## config.mk

```make
export PLATFORM = sky130hd
export DESIGN_NAME = ptw_walk
export DESIGN_NICKNAME = d
export VERILOG_FILES = /design/src/design/ptw_pkg.sv /design/src/design/ptw_walk.sv
export SDC_FILE = /design/constraint.sdc
export NUM_CORES = 1
export LEC_CHECK = 0
export ABC_AREA = 1
export BUFFER_PORTS_ARGS = -buffer_cell sky130_fd_sc_hd__clkbuf_2
export CELL_PAD_IN_SITES_DETAIL_PLACEMENT = 0
export CELL_PAD_IN_SITES_GLOBAL_PLACEMENT = 1
export CORE_UTILIZATION = 35
export DETAILED_ROUTE_END_ITERATION = 8
export PLACE_DENSITY = 0.94
export SETUP_SLACK_MARGIN = 0.15
export SLEW_MARGIN = 25
export SYNTH_ARGS = -nofsm -noshare
export SYNTH_HDL_FRONTEND = slang
export SYNTH_SLANG_ARGS = --single-unit
export TNS_END_PERCENT = 20
```

## constraint.sdc

```tcl
create_clock -name clock -period 5.36 [get_ports clock]
set_input_delay 0.536 -clock clock [delete_from_list [all_inputs] [get_ports clock]]
set_output_delay 0.536 -clock clock [all_outputs]
set_load 0.1 [all_outputs]
```

## src/design/ptw_pkg.sv

```systemverilog
// Shared constants, payload types and memory request type of the page table walker.
`timescale 1ns / 1ps
package ptw_pkg;

   // Byte memory size (a power of two) and the widths that follow from it
   localparam int MEM_BYTES = 8192;
   localparam int ADDR_W    = $clog2(MEM_BYTES);
   localparam int BANKS     = 4;
   localparam int ROWS      = MEM_BYTES / BANKS;
   localparam int ROW_W     = ADDR_W - 2;

   // Fixed field widths
   localparam int TBL_BASE_W = 12;
   localparam int TBL_SUM_W  = 13;
   localparam int VA_W       = 14;
   localparam int PA_W       = 12;
   localparam int WORD_W     = 32;
   localparam int LOAD_ADR_W = 13;
   localparam int CSR_ADDR_W = 3;
   localparam int CSR_DATA_W = 32;

   // Item modes
   localparam logic MODE_LOAD  = 1'b0;
   localparam logic MODE_XLATE = 1'b1;

   // Register index (paddr word bit)
   localparam logic CSR_IDX_TABLE_BASE = 1'b0;

   typedef logic [ADDR_W-1:0]     byte_addr_type;
   typedef logic [ROW_W-1:0]      row_addr_type;
   typedef logic [TBL_SUM_W-1:0]  tbl_sum_type;
   typedef logic [TBL_BASE_W-1:0] tbl_base_type;
   typedef logic [CSR_DATA_W-1:0] csr_data_type;

   typedef struct packed {
      logic                  mode;
      logic [LOAD_ADR_W-1:0] load_addr;
      logic [7:0]            load_byte;
      logic [VA_W-1:0]       virtual_addr;
   } req_item_type;

   typedef struct packed {
      logic              outer_valid;
      logic              inner_valid;
      logic [PA_W-1:0]   phys_addr;
      logic [WORD_W-1:0] data_word;
   } rsp_item_type;

   typedef struct packed {
      logic          rd_en;
      byte_addr_type rd_addr;
      logic          wr_en;
      byte_addr_type wr_addr;
      logic [7:0]    wr_byte;
   } mem_req_type;

endpackage

```

## src/design/ptw_walk.sv

```systemverilog
// Walk sequencer: issues the table and data reads, checks entries and holds the result.
`timescale 1ns / 1ps
module ptw_walk (
   input  logic                          clock,
   input  logic                          reset,
   input  ptw_pkg::tbl_base_type         table_base,
   input  logic                          req_valid,
   input  ptw_pkg::req_item_type         req_item,
   output logic                          req_stall,
   output logic                          rsp_valid,
   output ptw_pkg::rsp_item_type         rsp_item,
   input  logic                          rsp_stall,
   output ptw_pkg::mem_req_type          mem_req,
   input  logic                          mem_busy,
   input  logic [ptw_pkg::WORD_W-1:0]    mem_word
);

   typedef enum logic [3:0] {
      ST_IDLE  = 4'b0001,
      ST_OUTER = 4'b0010,
      ST_INNER = 4'b0100,
      ST_DATA  = 4'b1000
   } walk_state_type;

   walk_state_type              state_ff, state_in;
   logic [ptw_pkg::VA_W-1:0]    va_ff, va_in;
   logic [ptw_pkg::PA_W-1:0]    pa_ff, pa_in;
   logic                        rsp_valid_ff, rsp_valid_in;
   ptw_pkg::rsp_item_type       rsp_item_ff, rsp_item_in;
   ptw_pkg::rsp_item_type       result;
   ptw_pkg::tbl_sum_type        outer_sum, inner_sum;
   logic [ptw_pkg::PA_W-1:0]    pa_next;
   logic                        accept, finish, slot_free;

   assign req_stall = (state_ff != ST_IDLE) || mem_busy;
   assign accept    = req_valid && !req_stall;
   assign slot_free = !rsp_valid_ff || !rsp_stall;

   // Entry addresses: outer from the base, inner from the outer entry
   assign outer_sum = ptw_pkg::tbl_sum_type'(table_base)
                    + ptw_pkg::tbl_sum_type'({req_item.virtual_addr[13:10], 2'b00});
   assign inner_sum = ptw_pkg::tbl_sum_type'(mem_word[31:20])
                    + ptw_pkg::tbl_sum_type'({va_ff[9:6], 2'b00});
   assign pa_next   = {mem_word[31:26], va_ff[5:0]};

   // Advance the walk one dependent read per cycle
   always_comb begin
      state_in = state_ff;
      va_in    = va_ff;
      pa_in    = pa_ff;
      mem_req  = '0;
      finish   = 1'b0;
      result   = '0;
      case (state_ff)
         ST_IDLE: begin
            if (accept) begin
               if (req_item.mode == ptw_pkg::MODE_LOAD) begin
                  mem_req.wr_en   = 1'b1;
                  mem_req.wr_addr = ptw_pkg::byte_addr_type'(req_item.load_addr);
                  mem_req.wr_byte = req_item.load_byte;
               end else begin
                  mem_req.rd_en   = 1'b1;
                  mem_req.rd_addr = ptw_pkg::byte_addr_type'(outer_sum);
                  va_in           = req_item.virtual_addr;
                  state_in        = ST_OUTER;
               end
            end
         end
         ST_OUTER: begin
            if (!mem_word[0]) begin
               finish = 1'b1;
            end else begin
               mem_req.rd_en   = 1'b1;
               mem_req.rd_addr = ptw_pkg::byte_addr_type'(inner_sum);
               state_in        = ST_INNER;
            end
         end
         ST_INNER: begin
            if (!mem_word[0]) begin
               finish             = 1'b1;
               result.outer_valid = 1'b1;
            end else begin
               mem_req.rd_en   = 1'b1;
               mem_req.rd_addr = ptw_pkg::byte_addr_type'(pa_next);
               pa_in           = pa_next;
               state_in        = ST_DATA;
            end
         end
         ST_DATA: begin
            finish             = 1'b1;
            result.outer_valid = 1'b1;
            result.inner_valid = 1'b1;
            result.phys_addr   = pa_ff;
            result.data_word   = mem_word;
         end
         default: begin
            state_in = ST_IDLE;
         end
      endcase
      // Hold in the last state while the output slot is occupied
      if (finish && slot_free) begin
         state_in = ST_IDLE;
      end
   end

   // Output register: load on finish, drop when taken
   always_comb begin
      rsp_valid_in = rsp_valid_ff && rsp_stall;
      rsp_item_in  = rsp_item_ff;
      if (finish && slot_free) begin
         rsp_valid_in = 1'b1;
         rsp_item_in  = result;
      end
   end

   always_ff @(posedge clock) begin
      if (reset) begin
         state_ff     <= ST_IDLE;
         rsp_valid_ff <= 1'b0;
      end else begin
         state_ff     <= state_in;
         rsp_valid_ff <= rsp_valid_in;
      end
   end

   always_ff @(posedge clock) begin
      va_ff       <= va_in;
      pa_ff       <= pa_in;
      rsp_item_ff <= rsp_item_in;
   end

   assign rsp_valid = rsp_valid_ff;
   assign rsp_item  = rsp_item_ff;

endmodule

```

# Word level (Yosys, flattened, before mapping)
# Cells that the tools add are included.
word_totals:
  regBits: 73
  inputBits: 85
  out_inout_bits: 84
op_classes:
  n_bitwise: 1
  addsub: 2
  mux: 17
  reduce_logical: 13
  n_eq_ne: 9
op_table:
  columns: ["op", "n"]
  rows:
  - ["45-bit two-way mux", 1]
  - ["22-bit two-way mux", 2]
  - ["14-bit two-way mux", 3]
  - ["14-bit case mux with 3 select lines", 1]
  - ["36-bit two-way mux", 1]
  - ["12-bit by 6-bit adder with 13-bit output", 2]
  - ["4-bit two-way mux", 4]
  - ["4-bit case mux with 4 select lines", 1]
  - ["2-bit != test (second input constant)", 4]
  - ["5-bit AND reduction", 1]
  - ["4-bit by 1-bit == test with 1-bit output (second input constant)", 1]
  - ["4-bit by 2-bit == test with 1-bit output (second input constant)", 1]
  - ["4-bit by 3-bit == test with 1-bit output (second input constant)", 1]
  - ["4-bit == test (second input constant)", 1]
  - ["4-bit by 1-bit != test with 1-bit output (second input constant)", 1]
  - ["1-bit case mux with 2 select lines", 2]
  - ["2-bit OR reduction", 2]
  - ["1-bit logical AND", 3]
  - ["1-bit logical NOT", 3]
  - ["3-bit AND reduction", 1]
  - ["1-bit logical OR", 2]
  - ["1-bit two-way mux", 2]
  - ["2-bit AND reduction", 1]
  - ["1-bit inverter", 1]

# Logic depth before layout (Yosys ltp)
# Gate-level depths: netlist of run 1.
logic_depth:
  ltp_word: 6
  depth_mapped: 10
  mapped_depth_nobuf: 10

# Least setup slack after synthesis of run 1
# No wires, ideal clock.
synth_path:
  kind: "input port to output port"
  startpoint: "in table_base[2]"
  endpoint: "out mem_req[26] (netlist name)"
  setup_slack_ns: 1.427
  t_arrival_ns: 3.397
  path_stages: 4
  required_ns: 4.824
  cell_sequence: "ha_1 > fa_1 > xnor2_1 > o21ai_0"
synth_lines:
  columns: ["element", "line", "rtl"]
  rows:
  - ["from (decl)", "ptw_walk.sv:6", "input ptw_pkg::tbl_base_type table_base,"]
  - ["to (decl)", "ptw_walk.sv:13", "output ptw_pkg::mem_req_type mem_req,"]

==> results.toml, run 1 <==
[status]
outcome = "finished, final reports clean"

[worst_setup_path]
crit_end = "mem_req[26]"
critPathLaunch = "state_ff[3]$_SDFFE_PP0P_"
crit_type = "reg2out"
rr_worst_depth = 5
reg2reg_from = "state_ff[0]$_SDFFE_PP1P_"
worst_path_largest_cell_delay_ns = 0.69
start_kind = "flop"
cp_slowest_cell = "nor2_4"
reg2reg_to = "rsp_item[25]$_SDFFCE_PN0P_"
path_max_fanout = 25
path_cells = "nor2_2, nand4_2, nor2_4, inv_1, o21ai_0, clkbuf_2"
worstPathRequired_ns = 4.82
cp-end-kind = "output pin"
r2r_setup_slack_ns = 2.52
arrival_ns = 2.91

[sta]
slew_headroom = 0.360
tightest_slew_ns = 0.959
drv_slew = 0
rsz0062_at_grt = "false"
finClkSkew_ns = 0.0125
hold_viol_final = 0
setup_violations = 0
period_needed_ns = 3.45
max_freq_mhz = 290
finalCritPeriodShare = 0.644
fin_tns_setup_ns = 0

[pwr]
p_sw_mw = 0.335
p_seq_frac = 0.518
p_comb_frac = 0.164
p_total_mw = 1.20
p_per_area_nw_per_um2 = 248
irDropWorstVdd_uv = 102
swShare = 0.279
leakage_nw = 2.40
p_clk_frac = 0.318
intPower_mw = 0.867

[clock_tree]
post_cts_buffers = 0
cts_tree = "yes"
cts.clk_slew.worst_paths_ns = 0.07
cts_inserted_buffers = 9
clock_latency_ns = 0.33
cts_resized = 0
holdBufCountCts = 0
cts_num_sinks = 73
clock_path_buffers = 2
root_buffer = "clkbuf_8"
htreeDepth = 3

[yosys]
synth_top_area_share = 0.545
yosys_warnings = 0
synth_area_leaders = "edfxtp_1, nand2_1, nor2_1"
syn_nets = 514
synth.largest_area_cell = "edfxtp_1"
netlist_area_sq_um = 3740
synth_edf_count = 68
avgSynthCellArea_sq_um = 8.93
ys_ff_latch = 73
ys_types = 29
async_flop_share = 0
yosysSeqAreaShare = 0.572
ys_dominant_reg_cell = "edfxtp_1"
ys_top_cells_by_count = "nand2_1, nor2_1, inv_1"
synth_most_common_cell = "nand2_1"
synthCells = 419

[cells_and_area]
drive_above_1_share = 0.328
nets = 681
diodes = 0
area_growth_pct = 29.6

[worst_hold_path]
min_path_type = "in2reg"
min_from = "reset"

[floorplanning]
core_sq_um = 10400
start_util = 0.361
num_rows = 37
fp.dieW_microns = 105
die_y_microns = 105
io_pins = 169
die-area_sq_um = 11100

[drt]
wl_per_cell_microns = 12.1
viasPerCell = 4.50
drt_pre_antenna_iters = 4
wl_microns = 8820
drc = 0
vias = 3268
postRouteAntennaNets = 0
drt-initial-drc-count = 164

[job]
drv_cap = 0

[global_route]
grt_pass1_wl_microns = 14400
grtUsageTotal = 0.166
grt_antenna_before_repair = 0
grt_max_degree = 49
overflow = 0
grt_pass1_vias = 3146

[place]
dp_hpwl_microns = 6820
globalplace.congestion = 0.816
port_buffers = 168
## registers in the layout, indices dropped and copies added, names as in the netlist
name,cells
pa_ff,12
rsp_valid,1
rsp_item,46
va_ff,10
state_ff,4
## worst min path at each step
stage	cells after the start	slack, ns	end
floorplan	0	0.43	pa_ff[0]$_DFFE_PP_
global placement	0	0.44	pa_ff[1]$_DFFE_PP_
detailed placement	0	0.45	pa_ff[0]$_DFFE_PP_
CTS	2	0.34	rsp_valid$_SDFF_PP0_
global route	2	0.35	rsp_valid$_SDFF_PP0_
finish	2	0.36	rsp_valid$_SDFF_PP0_
## through the flow
stage               cells   util  hold WS, ns  setup slack [ns]  cell area (sq um)
global placement      711  0.451        0.437              2.08               4680
floorplan             419      -        0.427              1.43               3740
CTS                   727  0.468        0.339              1.82               4850
global route          727  0.468        0.348              1.56               4850
detailed placement    711  0.451        0.450              2.03               4680
finish                727  0.468        0.363              1.91               4850
## routing by layer
metal / vias to the layer above / share of wire / track usage
li1: 1665 / - / -
met1: 1474 / 0.47 / 0.212
met2: 125 / 0.46 / 0.281
met3: 4 / 0.059 / 0.0303
met4: 0 / 0.0082 / 0.0634
met5: - / 0 / 0
## cells by family (layout without fill, tap and decap cells)
kind of cell / Yosys count / after routing / synth area share
AO/OA/AOI/OAI: 18 / 18 / 0.0307
XOR/XNOR: 2 / 2 / 0.00468
adder cells (fa/ha/maj): 10 / 10 / 0.0374
buffers and inverters: 84 / 256 / 0.0939
flip-flops: 73 / 73 / 0.572
AND/OR/NAND/NOR: 232 / 232 / 0.261
## placed cells by master, fill, tap and decap left out, types with 2 or more instances in the layout
cell type,netlist,routed
o211ai_1,5,5
nor3_1,2,2
a21oi_1,7,7
nor2_2,2,2
nor2_4,3,3
inv_1,71,70
inv_2,1,2
edfxtp_1,68,68
fa_1,2,2
clkbuf_2,0,168
o21ai_0,3,3
nand2_1,99,99
clkbuf_1,2,3
nand2_2,2,2
nand3_1,32,31
nand3b_1,4,4
clkbuf_8,0,11
nor2_1,84,84
dfxtp_1,5,5
ha_1,8,8
nand4_1,2,2
## power by group through the flow
stage,registers [mW],logic (mW),clock network [mW]
final,0.622,0.197,0.383
after global routing,0.622,0.215,0.413
after CTS,0.622,0.198,0.392
after detailed placement,0.635,0.197,0
after global placement,0.635,0.196,0
after floorplan,0.642,0.133,0
## worst max-delay path, delay by kind of cell, from the launching register on
family,cells,cell delay (ns)
and+or+nand+nor,3,1.39
buffers and inverters,2,0.65
DFF,1,0.34
AOI/OAI and AO/OA,1,0.20
## area by class of cell
| cell class | count | area (sq um) |
|---|---|---|
| Clock buffer | 14 | 163 |
| Sequential cell | 73 | 2140 |
| Tap cell | 136 | 170 |
| Clock inverter | 2 | 12.5 |
| Inverter | 72 | 270 |
| Timing Repair Buffer | 168 | 841 |
| Multi-Input combinational cell | 262 | 1250 |
| Fill cell | 1066 | 5520 |
Power figures use the tool's default switching activity.
==> run 2: changes to the inputs <==
--- a/config.mk
+++ b/config.mk
@@ -9,9 +9,9 @@
 export BUFFER_PORTS_ARGS = -buffer_cell sky130_fd_sc_hd__clkbuf_2
 export CELL_PAD_IN_SITES_DETAIL_PLACEMENT = 0
 export CELL_PAD_IN_SITES_GLOBAL_PLACEMENT = 1
-export CORE_UTILIZATION = 35
+export CORE_UTILIZATION = 34
 export DETAILED_ROUTE_END_ITERATION = 8
-export PLACE_DENSITY = 0.94
+export PLACE_DENSITY = 0.92
 export SETUP_SLACK_MARGIN = 0.15
 export SLEW_MARGIN = 25
 export SYNTH_ARGS = -nofsm -noshare
==> constraint.sdc (replaced) <==
create_clock -name clock -period 3.5 [get_ports clock]
set_input_delay 0.35 -clock clock [delete_from_list [all_inputs] [get_ports clock]]
set_output_delay 0.35 -clock clock [all_outputs]
set_load 0.1 [all_outputs]
==> run 2 against run 1 <==
Compared with the run above: register-to-register slack lost 1.1 ns; routed wire length up 0.88%; critical path depth is 2 higher; clock power increased by 62%; clock skew up 0.0016 ns; sequential power grew 53%; global-route usage fell by 0.81 points; core utilization fell by 0.29 points; via count shrank 0.55%.
==> results.toml, run 2 (same netlist as run 1, synthesis figures left out) <==
[status]
outcome = "finished, final reports clean"

[clock_tree]
cts_tree = "yes"
cts_num_sinks = 73
clock_latency_ns = 0.34
cts_inserted_buffers = 9
cts_resized = 0
holdBufCountCts = 0
clock_path_buffers = 2
cts.clk_slew.worst_paths_ns = 0.08
root_buffer = "clkbuf_8"
post_cts_buffers = 0
htreeDepth = 3

[global_route]
grt_pass1_vias = 2946
grtUsageTotal = 0.158
grt_antenna_before_repair = 0
overflow = 0
grt_max_degree = 48
grt_pass1_wl_microns = 13700

[pwr]
leakage_nw = 2.42
irDropWorstVdd_uv = 219
p_sw_mw = 0.515
intPower_mw = 1.36
p_total_mw = 1.88
p_per_area_nw_per_um2 = 384
p_seq_frac = 0.508
p_comb_frac = 0.161
swShare = 0.275
p_clk_frac = 0.331

[sta]
rsz0062_at_grt = "false"
period_needed_ns = 2.87
hold_viol_final = 0
setup_violations = 0
finalCritPeriodShare = 0.820
drv_slew = 0
slew_headroom = 0.357
max_freq_mhz = 348
fin_tns_setup_ns = 0
layout_setup_ws_ns = 0.628
tightest_slew_ns = 0.964
finClkSkew_ns = 0.0141

[worst_setup_path]
crit_type = "reg2out"
arrival_ns = 2.52
worstPathRequired_ns = 3.15
path_max_fanout = 20
cp-end-kind = "output pin"
start_kind = "flop"

[place]
place_ws_ns = 0.951
globalplace.congestion = 0.834
port_buffers = 168
placed_cells = 715
dp_hpwl_microns = 6700

[worst_hold_path]
min_path_type = "in2reg"

[cells_and_area]
layout_common_cells = "clkbuf_2, nand2_1, nor2_1"
drive_above_1_share = 0.329
nets = 685
layout_commonest_cell = "clkbuf_2"
largest_register_ffs = 46
area_growth_pct = 30.6
finalNonFillerCells = 731
post-route-util = 0.465
diodes = 0

[job]
drv_cap = 0

[floorplanning]
core_sq_um = 10500
io_pins = 169
num_rows = 37
start_util = 0.356
die-area_sq_um = 11400
die_y_microns = 107
fp.dieW_microns = 107

[drt]
drc = 0
vias = 3250
postRouteAntennaNets = 0
wl_microns = 8900
wl_per_cell_microns = 12.2
viasPerCell = 4.45
drt-initial-drc-count = 148
drt_pre_antenna_iters = 4
-- run 2: cell count changes in the layout (fill, tap and decap cells not counted), sizes merged --
cell / previous run / this run
buf: 0 / 4
bufinv: 0 / 1
clkbuf: 182 / 181
-- run 2: per-stage QoR --
stage	cell area, sq um	hold WS (ns)
after floorplan	3740	0.419
after global placement	4710	0.436
after detailed placement	4710	0.438
after CTS	4890	0.150
after global routing	4890	0.154
final	4890	0.170
-- run 2: layout make-up --
class | instances | area [sq um]
clock buffers | 13 | 139
clock inverters | 3 | 41.3
fillers | 1042 | 5620
inverters | 72 | 270
multi-input cells | 262 | 1250
flip-flops and latches | 73 | 2140
well taps | 136 | 170
repair buffers | 172 | 871
-- run 2: final timing paths --
kind | startpoint | endpoint | slack, ns | cells after the start
max | state_ff[3]$_SDFFE_PP0P_ | mem_req[22] | 0.63 | 8
min | reset | rsp_valid$_SDFF_PP0_ | 0.17 | 2
max reg2reg | state_ff[0]$_SDFFE_PP1P_ | rsp_item[27]$_SDFFCE_PN0P_ | 1.44 | 7
min reg2reg | va_ff[5]$_DFFE_PP_ | pa_ff[5]$_DFFE_PP_ | 0.46 | 0
-- run 2: power groups by stage --
stage,Sequential (mW),Combinational (mW),Clock [mW]
after floorplan,0.983,0.204,0
after global placement,0.972,0.299,0
after detailed placement,0.973,0.301,0
after CTS,0.953,0.302,0.641
after global routing,0.954,0.328,0.675
final,0.953,0.302,0.621
-- run 2: worst max-delay path: stages (launching register included) --
cell and delay [ns]:
dfxtp_1 0.34, nor2_2 0.19, nand4_2 0.11, buf_4 0.22, nor2_4 0.41, buf_4 0.26, nand2_1 0.07, o211ai_1 0.09
clkbuf_2 0.49
-- run 2: metal layers --
| metal | vias to the layer above | GRT usage | wire length (microns) |
|---|---|---|---|
| met2 | 150 | 0.258 | 4150 |
| li1 | 1670 | - | - |
| met4 | 0 | 0.0587 | 82 |
| met1 | 1424 | 0.200 | 3970 |
| met5 | - | 0 | 0 |
| met3 | 6 | 0.0444 | 686 |
==> run 3: changes to the inputs <==
--- a/config.mk
+++ b/config.mk
@@ -5,11 +5,11 @@
 export SDC_FILE = /design/constraint.sdc
 export NUM_CORES = 1
 export LEC_CHECK = 0
-export ABC_AREA = 1
+export ABC_AREA = 0
 export BUFFER_PORTS_ARGS = -buffer_cell sky130_fd_sc_hd__clkbuf_2
 export CELL_PAD_IN_SITES_DETAIL_PLACEMENT = 0
 export CELL_PAD_IN_SITES_GLOBAL_PLACEMENT = 1
-export CORE_UTILIZATION = 34
+export CORE_UTILIZATION = 35
 export DETAILED_ROUTE_END_ITERATION = 8
 export PLACE_DENSITY = 0.92
 export SETUP_SLACK_MARGIN = 0.15
==> constraint.sdc (replaced) <==
create_clock -name clock -period 2.9 [get_ports clock]
set_input_delay 0.29 -clock clock [delete_from_list [all_inputs] [get_ports clock]]
set_output_delay 0.29 -clock clock [all_outputs]
set_load 0.1 [all_outputs]
==> run 3 against run 2 <==
Compared with the run above: clock-buffer cell count fell by 3; flip-flop and latch count did not move; sequential share of layout area rose by 0.90 points; clock skew fell by 0.0067 ns; core utilization rose by 2.7 points; global-route usage barely moved; non-clock buffer count did not move; combinational power rose by 5%; first-iteration DRC count fell by 48%; critical path type unchanged; largest cell class unchanged.
==> results.toml, run 3 <==
[cells_and_area]
layout_commonest_cell = "clkbuf_2"
drive_above_1_share = 0.426
largest_register_ffs = 46
post-route-util = 0.492
diodes = 0
nets = 545
layout_common_cells = "clkbuf_2, edfxtp_1, and2_1"
finalNonFillerCells = 588
area_growth_pct = 36.8

[worst_hold_path]
min_to = "rsp_valid$_SDFF_PP0_"
min_from = "reset"
min_delay_path_depth = 2
min_path_type = "in2reg"

[place]
globalplace.congestion = 0.803
place_ws_ns = 0.355
dp_hpwl_microns = 6300
placed_cells = 572
port_buffers = 168

[drt]
drc = 0
postRouteAntennaNets = 0
wl_per_cell_microns = 13.7
wl_microns = 8060
drt_pre_antenna_iters = 4
viasPerCell = 4.76
drt-initial-drc-count = 77
vias = 2798

[clock_tree]
cts_inserted_buffers = 9
cts.clk_slew.worst_paths_ns = 0.07
htreeDepth = 3
cts_tree = "yes"
clock_path_buffers = 2
root_buffer = "clkbuf_8"
cts_num_sinks = 73
clock_latency_ns = 0.35

[global_route]
overflow = 0
grt_antenna_before_repair = 0
grt_pass1_wl_microns = 12100
grt_pass1_vias = 2540
grt_max_degree = 47
grtUsageTotal = 0.158

[yosys]
synth.largest_area_cell = "edfxtp_1"
ys_dominant_reg_cell = "edfxtp_1"
ys_types = 44
syn_nets = 374
yosys_warnings = 0
synthAdderAreaFrac = 0.0400
avgSynthCellArea_sq_um = 12.5
async_flop_share = 0
synthXorXnorAreaFrac = 0.0250
synthCells = 279
yosysSeqAreaShare = 0.612
ys_top_cells_by_count = "edfxtp_1, and2_1, a21oi_1, nor2_1, nand2_1"
synth_area_leaders = "edfxtp_1, and2_1, dfxtp_1"
synthMuxAreaShare = 0
synth_edf_count = 68
synth_most_common_cell = "edfxtp_1"
synth_compound_area_frac = 0.0915
ys_ff_latch = 73
synth-simple-area-share = 0.200
synth_top_area_share = 0.583
synth_top_family_by_area = "simple AND/OR/NAND/NOR gates"
netlist_area_sq_um = 3500

[worst_setup_path]
reg2reg_from = "state_ff[1]$_SDFFE_PP0P_"
path_max_fanout = 3
crit_type = "reg2out"
path_buf_inv = 1
crit_family = "compound AO/OA/AOI/OAI gates"
cp_slowest_cell = "fa_1"
cp-end-kind = "output pin"
reg2reg_to = "rsp_item[21]$_SDFFCE_PN0P_"
worstPathRequired_ns = 2.61
path_cells = "ha_1, fa_1, a211oi_2, nor2_1, a21oi_1, o21ai_0, o221ai_1, buf_12"
rr_worst_depth = 5
start_kind = "flop"
worst_path_largest_cell_delay_ns = 0.43
r2r_setup_slack_ns = 0.80
arrival_ns = 2.38

[floorplanning]
start_util = 0.360
num_rows = 36
die-area_sq_um = 10400
core_sq_um = 9730
fp.dieW_microns = 102
die_y_microns = 102
io_pins = 169

[sta]
rsz0062_at_grt = "true"
hold_viol_final = 0
setup_violations = 0
finClkSkew_ns = 0.00737
max_freq_mhz = 375
finalCritPeriodShare = 0.921
slew_headroom = 0.623
period_needed_ns = 2.67
tightest_slew_ns = 0.566
layout_setup_ws_ns = 0.231
drv_slew = 0

[job]
drv_cap = 0

[pwr]
irDropWorstVdd_uv = 198
p_per_area_nw_per_um2 = 464
leakage_nw = 2.21

[status]
outcome = "finished, final reports clean"
-- run 3: changes by cell type after synthesis, sizes merged, moves of 7 or more --
cell   previous run  this run
and2              0        64
inv              72         9
nand2           101         9
nand3            32         8
nor2             89        14
o21ai             3        10
xnor2             1         8
-- run 3: repair_timing --
item	CTS	global route
hold buffers	0	0
buffers inserted	0	0
cloned	0	0
endpoints found under the setup margin	2	27
pin swaps	0	1
gates resized for setup	1	1
-- run 3: layer usage --
layer | track usage | wire length [microns]
met5 | 0 | 0
met2 | 0.274 | 4050
met1 | 0.179 | 3230
met4 | 0.0868 | 171
met3 | 0.0390 | 611
-- run 3: cell families (layout without fill, tap and decap cells) --
| logic type | after synthesis | in the layout |
|---|---|---|
| xor gates and xnor gates | 10 | 10 |
| AOI/OAI and AO/OA | 47 | 47 |
| and+or+nand+nor | 118 | 118 |
| adders and majority gates | 10 | 10 |
| buffers and inverters | 21 | 197 |
| DFF | 73 | 73 |
-- run 3: how the worst max path moves through the flow --
stage / cells after the start / to / from
2_1_floorplan: 5 / mem_req[27] / va_ff[7]$_DFFE_PP_
3_3_place_gp: 9 / mem_req[30] / table_base[2]
3_5_place_dp: 9 / mem_req[30] / table_base[2]
4_1_cts: 6 / mem_req[10] / state_ff[1]$_SDFFE_PP0P_
5_1_grt: 8 / mem_req[30] / va_ff[6]$_DFFE_PP_
6_report: 8 / mem_req[30] / va_ff[6]$_DFFE_PP_
-- run 3: cell type report --
type | count | area, sq um
clock buffers | 10 | 128
clock inverters | 6 | 58.8
fillers | 924 | 4940
inverters | 9 | 36.3
multi-input cells | 185 | 1270
flip-flops and latches | 73 | 2140
well taps | 133 | 166
repair buffers | 172 | 988
-- run 3: worst register-to-register path, cell delays in order, from the launching register on --
cell and delay [ns]:
dfxtp_1 0.51, xnor2_1 0.15, o31ai_1 0.28, nand2b_1 0.16, a21oi_4 0.12, buf_4 0.48
-- run 3: metrics by stage --
step | hold WS, ns | instance area, sq um | TNS, ns | power, mW
2_1_floorplan | 0.359 | 3500 | -2.46 | 1.37
3_3_place_gp | 0.432 | 4590 | 0 | 1.48
3_5_place_dp | 0.437 | 4590 | 0 | 1.49
4_1_cts | 0.0815 | 4780 | 0 | 2.25
5_1_grt | 0.0991 | 4790 | 0 | 2.31
6_report | 0.106 | 4790 | 0 | 2.22
-- run 3: power breakdown --
part	total [mW]	switching [mW]	internal, mW
registers	1.15	0.00401	1.14
clock network	0.758	0.367	0.391
logic	0.317	0.210	0.107
